## src/rtl/core/ktrgb_pkg.sv

```systemverilog
// Shared types and constants for the color temperature to RGB converter.
// Depends on nothing; imported by every module of the block.
`default_nettype none

package ktrgb_pkg;

   localparam int unsigned NumChan    = 3;
   localparam int unsigned KelvinWarm = 2700;
   localparam int unsigned KelvinCool = 6500;
   localparam int unsigned KelvinSpan = KelvinCool - KelvinWarm;

   // width of the clamped offset from the warm end (0..3800)
   localparam int unsigned CoolWidth  = $clog2(KelvinSpan + 1);
   // weighted sum before the divide by the span, max 255*3800 + 1900
   localparam int unsigned AccWidth   = 20;

   // acc / 3800 == (acc * MixRecip) >> MixShift, exact for acc < 2**20
   localparam int unsigned MixShift      = 32;
   localparam int unsigned MixRecipWidth = 21;
   localparam logic [MixRecipWidth-1:0] MixRecip = 21'd1130255;
   localparam int unsigned MixProdWidth  = AccWidth + MixRecipWidth;

   // p / 255 == (p * Div255Recip) >> Div255Shift, exact for p <= 255*255
   localparam int unsigned Div255Shift      = 24;
   localparam int unsigned Div255RecipWidth = 17;
   localparam logic [Div255RecipWidth-1:0] Div255Recip = 17'd65794;
   localparam int unsigned Div255ProdWidth  = 16 + Div255RecipWidth;

   // endpoints, index 0 red, 1 green, 2 blue
   localparam logic [7:0] WarmEnd [NumChan] = '{8'd255, 8'd180, 8'd100};
   localparam logic [7:0] CoolEnd [NumChan] = '{8'd205, 8'd225, 8'd255};

   localparam int unsigned QueueDepth = 4;
   localparam int unsigned QueuePtrW  = $clog2(QueueDepth);

   typedef enum logic {
      ModeApprox = 1'b0,
      ModeMax    = 1'b1
   } ktrgb_mode_type;

   // one classified pixel passed from front to back
   typedef struct packed {
      ktrgb_mode_type              mode;
      logic [7:0]                  bright;
      logic [NumChan-1:0][7:0]     mix;
   } ktrgb_item_type;

endpackage

`default_nettype wire

```

## src/rtl/core/kelvin_to_rgb_color.sv

```systemverilog
// Top level of the color temperature to RGB converter.
// Instantiates ktrgb_front, ktrgb_queue and ktrgb_back; uses ktrgb_pkg.
//
//   channel | ports                                         | direction
//   --------+-----------------------------------------------+----------
//   request | req_valid req_stall req_type req_kelvin       | in
//           | req_brightness                                |
//   result  | rsp_valid rsp_stall rsp_red rsp_green rsp_blue| out
//
// Throughput: one transaction per clock while rsp_stall is low, each stage of both
// pipelines is a single register with a ready chain, so items follow back to back.
// Path: a request passes the three front stages, one queue slot and the four
// back stages incl. the output register before rsp_valid rises.
// Reset (synchronous, active high) only empties the pipelines and the queue.
// A stall on rsp_ fills the back stages, then the four-entry queue, then the
// front; req_stall rises only once all of that is full.
`default_nettype none

module kelvin_to_rgb_color import ktrgb_pkg::*; (
   input  wire logic         clock,
   input  wire logic         reset,
   input  wire logic         req_valid,
   output logic              req_stall,
   input  wire logic         req_type,
   input  wire logic [15:0]  req_kelvin,
   input  wire logic [7:0]   req_brightness,
   output logic              rsp_valid,
   input  wire logic         rsp_stall,
   output logic [7:0]        rsp_red,
   output logic [7:0]        rsp_green,
   output logic [7:0]        rsp_blue
);

   // front -> queue
   logic            fq_valid, fq_ready;
   ktrgb_item_type  fq_item;
   // queue -> back
   logic            qb_valid, qb_ready;
   ktrgb_item_type  qb_item;

   // clamp + interpolation, classified by mode
   ktrgb_front u_front (
      .clock          (clock),
      .reset          (reset),
      .req_valid      (req_valid),
      .req_stall      (req_stall),
      .req_mode       (ktrgb_mode_type'(req_type)),
      .req_kelvin     (req_kelvin),
      .req_brightness (req_brightness),
      .out_valid      (fq_valid),
      .out_ready      (fq_ready),
      .out_item       (fq_item)
   );

   // decouples front from output stalls
   ktrgb_queue u_queue (
      .clock     (clock),
      .reset     (reset),
      .in_valid  (fq_valid),
      .in_ready  (fq_ready),
      .in_item   (fq_item),
      .out_valid (qb_valid),
      .out_ready (qb_ready),
      .out_item  (qb_item)
   );

   // brightness scaling or max stretch + video scaling
   ktrgb_back u_back (
      .clock     (clock),
      .reset     (reset),
      .in_valid  (qb_valid),
      .in_ready  (qb_ready),
      .in_item   (qb_item),
      .rsp_valid (rsp_valid),
      .rsp_stall (rsp_stall),
      .rsp_red   (rsp_red),
      .rsp_green (rsp_green),
      .rsp_blue  (rsp_blue)
   );

endmodule

`default_nettype wire

```

## src/rtl/core/ktrgb_front.sv

```systemverilog
// Front end: accepts pixels, clamps kelvin, interpolates the three channels.
// Three register stages; depends on ktrgb_pkg.
`default_nettype none

module ktrgb_front import ktrgb_pkg::*; (
   input  wire logic            clock,
   input  wire logic            reset,
   input  wire logic            req_valid,
   output logic                 req_stall,
   input  wire ktrgb_mode_type  req_mode,
   input  wire logic [15:0]     req_kelvin,
   input  wire logic [7:0]      req_brightness,
   output logic                 out_valid,
   input  wire logic            out_ready,
   output ktrgb_item_type       out_item
);

   logic f1_valid_ff, f1_valid_in;
   logic f2_valid_ff, f2_valid_in;
   logic f3_valid_ff, f3_valid_in;
   logic rdy1, rdy2, rdy3;

   ktrgb_mode_type         f1_mode_ff, f2_mode_ff;
   logic [7:0]             f1_bright_ff, f2_bright_ff;
   logic [CoolWidth-1:0]   f1_cool_ff, cool_in;
   logic [AccWidth-1:0]    f2_acc_ff [NumChan];
   logic [AccWidth-1:0]    acc_in [NumChan];
   logic [CoolWidth-1:0]   warm_w;
   ktrgb_item_type         f3_item_ff, item_in;
   logic [MixProdWidth-1:0] prod [NumChan];

   always_comb begin
      rdy3 = !f3_valid_ff || out_ready;
      rdy2 = !f2_valid_ff || rdy3;
      rdy1 = !f1_valid_ff || rdy2;
      req_stall = !rdy1;
      f1_valid_in = rdy1 ? req_valid   : f1_valid_ff;
      f2_valid_in = rdy2 ? f1_valid_ff : f2_valid_ff;
      f3_valid_in = rdy3 ? f2_valid_ff : f3_valid_ff;
   end

   // clamp to the warm..cool range and take the offset from the warm end
   always_comb begin
      if (req_kelvin < 16'(KelvinWarm)) begin
         cool_in = '0;
      end else if (req_kelvin > 16'(KelvinCool)) begin
         cool_in = CoolWidth'(KelvinSpan);
      end else begin
         cool_in = CoolWidth'(req_kelvin - 16'(KelvinWarm));
      end
   end

   // weighted sum with half-span rounding bias
   always_comb begin
      warm_w = CoolWidth'(KelvinSpan) - f1_cool_ff;
      for (int i = 0; i < NumChan; i++) begin
         acc_in[i] = AccWidth'(WarmEnd[i]) * AccWidth'(warm_w)
                   + AccWidth'(CoolEnd[i]) * AccWidth'(f1_cool_ff)
                   + AccWidth'(KelvinSpan / 2);
      end
   end

   // divide by the span through a reciprocal
   always_comb begin
      item_in.mode   = f2_mode_ff;
      item_in.bright = f2_bright_ff;
      for (int i = 0; i < NumChan; i++) begin
         prod[i] = MixProdWidth'(f2_acc_ff[i]) * MixProdWidth'(MixRecip);
         item_in.mix[i] = prod[i][MixShift +: 8];
      end
   end

   always_ff @(posedge clock) begin
      if (reset) begin
         f1_valid_ff <= 1'b0;
         f2_valid_ff <= 1'b0;
         f3_valid_ff <= 1'b0;
      end else begin
         f1_valid_ff <= f1_valid_in;
         f2_valid_ff <= f2_valid_in;
         f3_valid_ff <= f3_valid_in;
      end
   end

   always_ff @(posedge clock) begin
      if (rdy1) begin
         f1_mode_ff   <= req_mode;
         f1_bright_ff <= req_brightness;
         f1_cool_ff   <= cool_in;
      end
      if (rdy2) begin
         f2_mode_ff   <= f1_mode_ff;
         f2_bright_ff <= f1_bright_ff;
         f2_acc_ff    <= acc_in;
      end
      if (rdy3) begin
         f3_item_ff <= item_in;
      end
   end

   assign out_valid = f3_valid_ff;
   assign out_item  = f3_item_ff;

endmodule

`default_nettype wire

```

## src/rtl/core/ktrgb_queue.sv

```systemverilog
// Short FIFO between front and back end, QueueDepth entries.
// Depends on ktrgb_pkg for the item type and depth.
`default_nettype none

module ktrgb_queue import ktrgb_pkg::*; (
   input  wire logic            clock,
   input  wire logic            reset,
   input  wire logic            in_valid,
   output logic                 in_ready,
   input  wire ktrgb_item_type  in_item,
   output logic                 out_valid,
   input  wire logic            out_ready,
   output ktrgb_item_type       out_item
);

   ktrgb_item_type         entry_ff [QueueDepth];
   logic [QueuePtrW-1:0]   wr_ptr_ff, wr_ptr_in;
   logic [QueuePtrW-1:0]   rd_ptr_ff, rd_ptr_in;
   logic [QueuePtrW:0]     count_ff, count_in;
   logic                   push, pop;

   always_comb begin
      in_ready  = count_ff != (QueuePtrW + 1)'(QueueDepth);
      out_valid = count_ff != '0;
      push      = in_valid && in_ready;
      pop       = out_valid && out_ready;
      wr_ptr_in = push ? wr_ptr_ff + QueuePtrW'(1) : wr_ptr_ff;
      rd_ptr_in = pop  ? rd_ptr_ff + QueuePtrW'(1) : rd_ptr_ff;
      count_in  = count_ff;
      if (push && !pop) begin
         count_in = count_ff + (QueuePtrW + 1)'(1);
      end else if (pop && !push) begin
         count_in = count_ff - (QueuePtrW + 1)'(1);
      end
   end

   always_ff @(posedge clock) begin
      if (reset) begin
         wr_ptr_ff <= '0;
         rd_ptr_ff <= '0;
         count_ff  <= '0;
      end else begin
         wr_ptr_ff <= wr_ptr_in;
         rd_ptr_ff <= rd_ptr_in;
         count_ff  <= count_in;
      end
   end

   always_ff @(posedge clock) begin
      if (push) begin
         entry_ff[wr_ptr_ff] <= in_item;
      end
   end

   assign out_item = entry_ff[rd_ptr_ff];

endmodule

`default_nettype wire

```

## src/rtl/core/ktrgb_back.sv

```systemverilog
// Back end: brightness scaling, or max stretch plus video scaling.
// Four register stages, the last one is the output register; uses ktrgb_pkg.
`default_nettype none

module ktrgb_back import ktrgb_pkg::*; (
   input  wire logic            clock,
   input  wire logic            reset,
   input  wire logic            in_valid,
   output logic                 in_ready,
   input  wire ktrgb_item_type  in_item,
   output logic                 rsp_valid,
   input  wire logic            rsp_stall,
   output logic [7:0]           rsp_red,
   output logic [7:0]           rsp_green,
   output logic [7:0]           rsp_blue
);

   logic b1_valid_ff, b1_valid_in;
   logic b2_valid_ff, b2_valid_in;
   logic b3_valid_ff, b3_valid_in;
   logic b4_valid_ff, b4_valid_in;
   logic rdy1, rdy2, rdy3, rdy4;

   ktrgb_mode_type  b1_mode_ff, b2_mode_ff, b3_mode_ff;
   logic [7:0]      b1_bright_ff, b2_bright_ff, b3_bright_ff;
   logic [15:0]     b1_num_ff [NumChan];
   logic [15:0]     num_in [NumChan];
   logic [7:0]      b1_max_ff, max_in;
   logic [7:0]      b2_max_ff;
   logic [7:0]      b2_apx_ff [NumChan];
   logic [7:0]      apx_in [NumChan];
   logic [7:0]      b2_rem_ff [NumChan];
   logic [7:0]      rem_in [NumChan];
   logic [3:0]      b2_qhi_ff [NumChan];
   logic [3:0]      qhi_in [NumChan];
   logic [3:0]      b2_nlo_ff [NumChan];
   logic [3:0]      nlo_in [NumChan];
   logic [11:0]     hi_step [NumChan];
   logic [11:0]     lo_step [NumChan];
   logic [7:0]      b3_val_ff [NumChan];
   logic [7:0]      val_in [NumChan];
   logic [7:0]      b4_out_ff [NumChan];
   logic [7:0]      out_in [NumChan];
   logic [Div255ProdWidth-1:0] scale_prod [NumChan];
   logic [15:0]     video_prod [NumChan];

   // four restoring divide steps, returns {remainder, quotient bits}
   // partial remainder in is below den, so the full quotient fits 8 bits
   function automatic logic [11:0] div_steps(input logic [7:0] rem_start,
                                             input logic [3:0] bits,
                                             input logic [7:0] den);
      logic [8:0] rem;
      logic [3:0] quot;
      rem  = {1'b0, rem_start};
      quot = '0;
      for (int j = 3; j >= 0; j--) begin
         rem = {rem[7:0], bits[j]};
         if (rem >= {1'b0, den}) begin
            rem     = rem - {1'b0, den};
            quot[j] = 1'b1;
         end
      end
      return {rem[7:0], quot};
   endfunction

   always_comb begin
      rdy4 = !b4_valid_ff || !rsp_stall;
      rdy3 = !b3_valid_ff || rdy4;
      rdy2 = !b2_valid_ff || rdy3;
      rdy1 = !b1_valid_ff || rdy2;
      in_ready = rdy1;
      b1_valid_in = rdy1 ? in_valid    : b1_valid_ff;
      b2_valid_in = rdy2 ? b1_valid_ff : b2_valid_ff;
      b3_valid_in = rdy3 ? b2_valid_ff : b3_valid_ff;
      b4_valid_in = rdy4 ? b3_valid_ff : b4_valid_ff;
   end

   // stage 1: product with brightness, or mix*255 and the channel maximum
   always_comb begin
      max_in = in_item.mix[0];
      if (in_item.mix[1] > max_in) begin
         max_in = in_item.mix[1];
      end
      if (in_item.mix[2] > max_in) begin
         max_in = in_item.mix[2];
      end
      for (int i = 0; i < NumChan; i++) begin
         unique case (in_item.mode)
            ModeApprox: num_in[i] = 16'(in_item.mix[i]) * 16'(in_item.bright);
            ModeMax:    num_in[i] = {in_item.mix[i], 8'h00} - 16'(in_item.mix[i]);
            default:    num_in[i] = '0;
         endcase
      end
   end

   // stage 2: divide by 255, and upper four quotient bits of the max divide
   always_comb begin
      for (int i = 0; i < NumChan; i++) begin
         scale_prod[i] = Div255ProdWidth'(b1_num_ff[i]) * Div255ProdWidth'(Div255Recip);
         apx_in[i]     = scale_prod[i][Div255Shift +: 8];
         hi_step[i]    = div_steps(b1_num_ff[i][15:8], b1_num_ff[i][7:4], b1_max_ff);
         rem_in[i]     = hi_step[i][11:4];
         qhi_in[i]     = hi_step[i][3:0];
         nlo_in[i]     = b1_num_ff[i][3:0];
      end
   end

   // stage 3: lower four quotient bits, pick the value for the mode
   always_comb begin
      for (int i = 0; i < NumChan; i++) begin
         lo_step[i] = div_steps(b2_rem_ff[i], b2_nlo_ff[i], b2_max_ff);
         unique case (b2_mode_ff)
            ModeApprox: val_in[i] = b2_apx_ff[i];
            ModeMax:    val_in[i] = (b2_max_ff == '0) ? 8'd0
                                                      : {b2_qhi_ff[i], lo_step[i][3:0]};
            default:    val_in[i] = '0;
         endcase
      end
   end

   // stage 4: max-mode video scaling keeps nonzero channels lit unless brightness is zero
   always_comb begin
      for (int i = 0; i < NumChan; i++) begin
         video_prod[i] = 16'(b3_val_ff[i]) * 16'(b3_bright_ff);
         unique case (b3_mode_ff)
            ModeApprox: out_in[i] = b3_val_ff[i];
            ModeMax:    out_in[i] = (b3_val_ff[i] == '0 || b3_bright_ff == '0)
                                    ? 8'd0 : video_prod[i][15:8] + 8'd1;
            default:    out_in[i] = '0;
         endcase
      end
   end

   always_ff @(posedge clock) begin
      if (reset) begin
         b1_valid_ff <= 1'b0;
         b2_valid_ff <= 1'b0;
         b3_valid_ff <= 1'b0;
         b4_valid_ff <= 1'b0;
      end else begin
         b1_valid_ff <= b1_valid_in;
         b2_valid_ff <= b2_valid_in;
         b3_valid_ff <= b3_valid_in;
         b4_valid_ff <= b4_valid_in;
      end
   end

   always_ff @(posedge clock) begin
      if (rdy1) begin
         b1_mode_ff   <= in_item.mode;
         b1_bright_ff <= in_item.bright;
         b1_num_ff    <= num_in;
         b1_max_ff    <= max_in;
      end
      if (rdy2) begin
         b2_mode_ff   <= b1_mode_ff;
         b2_bright_ff <= b1_bright_ff;
         b2_max_ff    <= b1_max_ff;
         b2_apx_ff    <= apx_in;
         b2_rem_ff    <= rem_in;
         b2_qhi_ff    <= qhi_in;
         b2_nlo_ff    <= nlo_in;
      end
      if (rdy3) begin
         b3_mode_ff   <= b2_mode_ff;
         b3_bright_ff <= b2_bright_ff;
         b3_val_ff    <= val_in;
      end
      if (rdy4) begin
         b4_out_ff <= out_in;
      end
   end

   assign rsp_valid = b4_valid_ff;
   assign rsp_red   = b4_out_ff[0];
   assign rsp_green = b4_out_ff[1];
   assign rsp_blue  = b4_out_ff[2];

endmodule

`default_nettype wire

```

## config.mk

```make
export PLATFORM = sky130hd
export DESIGN_NAME = kelvin_to_rgb_color
export DESIGN_NICKNAME = d
export VERILOG_FILES = /design/src/rtl/core/ktrgb_pkg.sv /design/src/rtl/core/kelvin_to_rgb_color.sv /design/src/rtl/core/ktrgb_front.sv /design/src/rtl/core/ktrgb_queue.sv /design/src/rtl/core/ktrgb_back.sv
export SDC_FILE = /design/constraint.sdc
export NUM_CORES = 2
export LEC_CHECK = 0
export BUFFER_PORTS_ARGS = -buffer_cell sky130_fd_sc_hd__buf_2
export CAP_MARGIN = 20
export CORE_ASPECT_RATIO = 0.5
export CORE_MARGIN = 2
export CORE_UTILIZATION = 45
export CTS_BUF_LIST = sky130_fd_sc_hd__clkbuf_2
export DETAILED_ROUTE_END_ITERATION = 8
export GPL_TIMING_DRIVEN = 0
export SYNTH_ARGS = -nofsm -noshare
export SYNTH_HDL_FRONTEND = slang
export SYNTH_SLANG_ARGS = --single-unit
```

## constraint.sdc

```tcl
create_clock -name clock -period 8.7 [get_ports clock]
set_input_delay 1.74 -clock clock [delete_from_list [all_inputs] [get_ports clock]]
set_output_delay 1.74 -clock clock [all_outputs]
set_load 0.01 [all_outputs]
```

==> results.cfg <==
[outcome]
status = finished clean

[worst_setup_path]
crit_type = reg -> reg
cp_slowest_cell = fa_1
required_ns = 9.84
cpMostUsedCell = ha_1
cp.arrival_ns = 9.51
reg2regPathDepth = 31
worstReg2RegEnd = u_front.f2_acc_ff[19]
crit_path_max_fanout = 8
cp-startpoint = u_front.f1_cool_ff[0]
r2r-start = u_front.f1_cool_ff[0]
r2r_setup_slack_ns = 0.33
worstSetupEndpoint = u_front.f2_acc_ff[19]
slowest_delay_ns = 0.54
cp-start-kind = flop
end_kind = flop

[sta]
fin_crit_ns = 8.37
tightest_slew_ns = 1.18
setup_viol = 0
hold_violations = 0
max_freq_ghz = 0.120
slew_viol_final = 0
holdWs_ns = 0.423
max_slew_margin_pct = 20.8
period_share_pct = 96.2
skew_ns = 0.184

[drt]
ant_nets = 0
wirelength_um = 164000
drt_iter0_markers = 2385
wire_per_inst_um = 17.5
drt_pass1_iterations = 5
vias = 48300
viasPerCell = 5.15
drc = 0

[logic_synthesis]
yosys.area_share.simple_pct = 8.42
synth_nets = 9196
async_flop_share_pct = 0
synthCells = 6878
synth_seq_cells = 479
yosysSeqAreaShare_pct = 19.9
ys_warn_count = 0
synth_flop_cell = edfxtp_1
synth.avg_cell_area_um2 = 10.4
synth_xor_area_share_pct = 4.15
synthAdderAreaFrac_pct = 48.9
synthMuxAreaShare_pct = 2.86
synth_edf_count = 463
synth_top_family_by_area = adder cells
syn-cell-area_mm2 = 0.0715
ys_types = 89
synth_compound_area_share_pct = 8.18

[hold_path]
hold_path_class = reg -> reg
worstHoldStart = u_back.b1_bright_ff[6]

[grt]
gr-total-overflow = 0
grt_pass1_wl_um = 267000
antenna_found_initial = 5
grt_pass1_vias = 49500
grtUsageTotal_pct = 20.7
grt_start_max_net_pins = 68

[clocking]
cts_tree = built
cts_sinks = 479
cts_max_level = 3
clkTransAtPathRegs_ns = 0.11
numCtsBuffers = 114
clockBufferDepth = 3
ctsRootBufferMaster = clkbuf_2
clock_latency_ns = 1.36

[floorplan]
die-area_mm2 = 0.162
dieHeight_um = 286
start_util_pct = 45.3
die_w_um = 568
coreArea_mm2 = 0.158
placementRows = 103
io_pins = 55

[final_layout]
post-route-util_pct = 49.3
final_common_cell = ha_1
drive_above_1_share_pct = 8.84
synthToLayoutAreaGrowth_pct = 8.64
layout_common_cells = ha_1 (1435), inv_1 (1305), fa_1 (841), edfxtp_1 (463), nand2_1 (374)
fill_cells = 14700
fin_nets = 9490

[placed_design]
portBuffers = 54
place_congestion = 0.890
dp_hpwl_um = 132000

[job]
maxCapViolations = 0
-- through the flow --
stage	setup TNS (ns)	instance area, um2	std cells	setup WS (ns)
after global placement	-63.83	74500	9032	-2.01
after CTS	-0.0299	76800	9310	-0.0299
after floorplan	-0.0641	71600	6878	-0.0253
after global routing	-0.155	77700	9371	-0.0615
final	0	77700	9373	0.334
after detailed placement	-60.64	74900	9052	-2.14
-- repair_timing --
| item | CTS | global route |
|---|---|---|
| pin swaps | 6 | 37 |
| setup endpoints to repair | 56 | 46 |
| setup buffers | 51 | 52 |
| resized for setup | 66 | 123 |
| gates cloned | 0 | 2 |
| hold buffers | 0 | 0 |
-- cells in the mapped netlist, types with 10 or more instances --
cell type / instances / area share, %
fa_1: 841 / 24
nor3_1: 76 / 0.53
a21oi_1: 282 / 2.0
mux2_2: 75 / 1.2
or2_2: 25 / 0.22
mux4_2: 16 / 0.50
ha_1: 1448 / 25
nor2b_1: 68 / 0.59
a211oi_1: 30 / 0.31
nor4_1: 15 / 0.13
o21ai_0: 200 / 1.4
a22o_1: 22 / 0.27
or3_1: 28 / 0.24
nand4_1: 49 / 0.43
nand3_1: 67 / 0.47
o22ai_1: 27 / 0.24
clkbuf_1: 92 / 0.48
edfxtp_1: 463 / 19
and2_1: 136 / 1.2
mux2i_1: 60 / 0.84
nor2_1: 279 / 1.5
xnor2_1: 225 / 2.8
a31oi_1: 14 / 0.12
o41ai_1: 10 / 0.12
nand2b_1: 58 / 0.51
o31ai_1: 17 / 0.18
xor2_1: 114 / 1.4
o21a_1: 56 / 0.59
a21o_1: 95 / 1.0
and3_1: 15 / 0.13
dfxtp_1: 16 / 0.45
o21bai_1: 37 / 0.39
inv_1: 1321 / 6.9
nand2_1: 378 / 2.0
a21boi_0: 13 / 0.14
o211ai_1: 12 / 0.13
o21ai_1: 14 / 0.098
-- worst max-delay path, delay by kind of cell (launching register included) --
kind,cells,cell delay [ns]
AO/OA/AOI/OAI,8,1.40
AND/OR/NAND/NOR,1,0.19
flip-flops,1,0.53
buffers and inverters,8,0.95
XOR/XNOR,3,0.88
adder cells (fa/ha/maj),11,4.21
-- flip-flops by register name, summed over array words and instances, names as in the netlist, 12 cells and up, named ones only --
signal and count:
u_back.b3_val_ff 24, u_back.b2_apx_ff 24, u_back.b2_nlo_ff 12, u_back.b2_rem_ff 24, u_front.f2_acc_ff 57, u_back.b2_qhi_ff 12, u_back.b1_num_ff 48, u_front.out_item 33
u_front.f1_cool_ff 12, u_queue.entry_ff 132
-- cells by family after synthesis --
logic type | count (synthesis)
multiplexers | 169
adder cells (fa/ha/maj) | 2291
AND/OR/NAND/NOR | 1240
buffers and inverters | 1439
flip-flops | 479
AO/OA/AOI/OAI | 921
XOR/XNOR | 339
-- layout make-up --
| cell class | count | area, um2 | area share, % |
|---|---|---|---|
| Inverter | 1329 | 5050 | 6.50 |
| Tap cell | 2100 | 2630 | 3.38 |
| Buffer | 107 | 480 | 0.618 |
| Antenna cell | 8 | 20.0 | 0.0258 |
| Sequential cell | 479 | 14200 | 18.3 |
| Multi-Input combinational cell | 4961 | 52600 | 67.6 |
| Timing Repair Buffer | 180 | 1500 | 1.92 |
| Clock inverter | 42 | 400 | 0.515 |
| Clock buffer | 167 | 836 | 1.08 |
-- how the worst min path moves through the flow --
stage	to	slack (ns)	cells after the start
CTS	u_front.out_item[31]	0.42	0
finish	u_back.b2_bright_ff[6]	0.42	0
detailed placement	u_back.b3_bright_ff[7]	0.40	0
global placement	u_back.b3_bright_ff[7]	0.40	0
global route	u_front.out_item[31]	0.43	0
floorplan	u_back.b2_bright_ff[0]	0.40	0
-- layer usage --
metal	share of wire (%)	global-route usage (%)	vias up
met4	2.2	4.42	6
li1	-	-	23800
met5	0.023	0	-
met2	47	35.0	762
met3	3.6	2.27	202
met1	47	28.8	23500
Power is not shown: default switching activity piles up to over one toggle a cycle in this logic, so the estimate is an artifact.
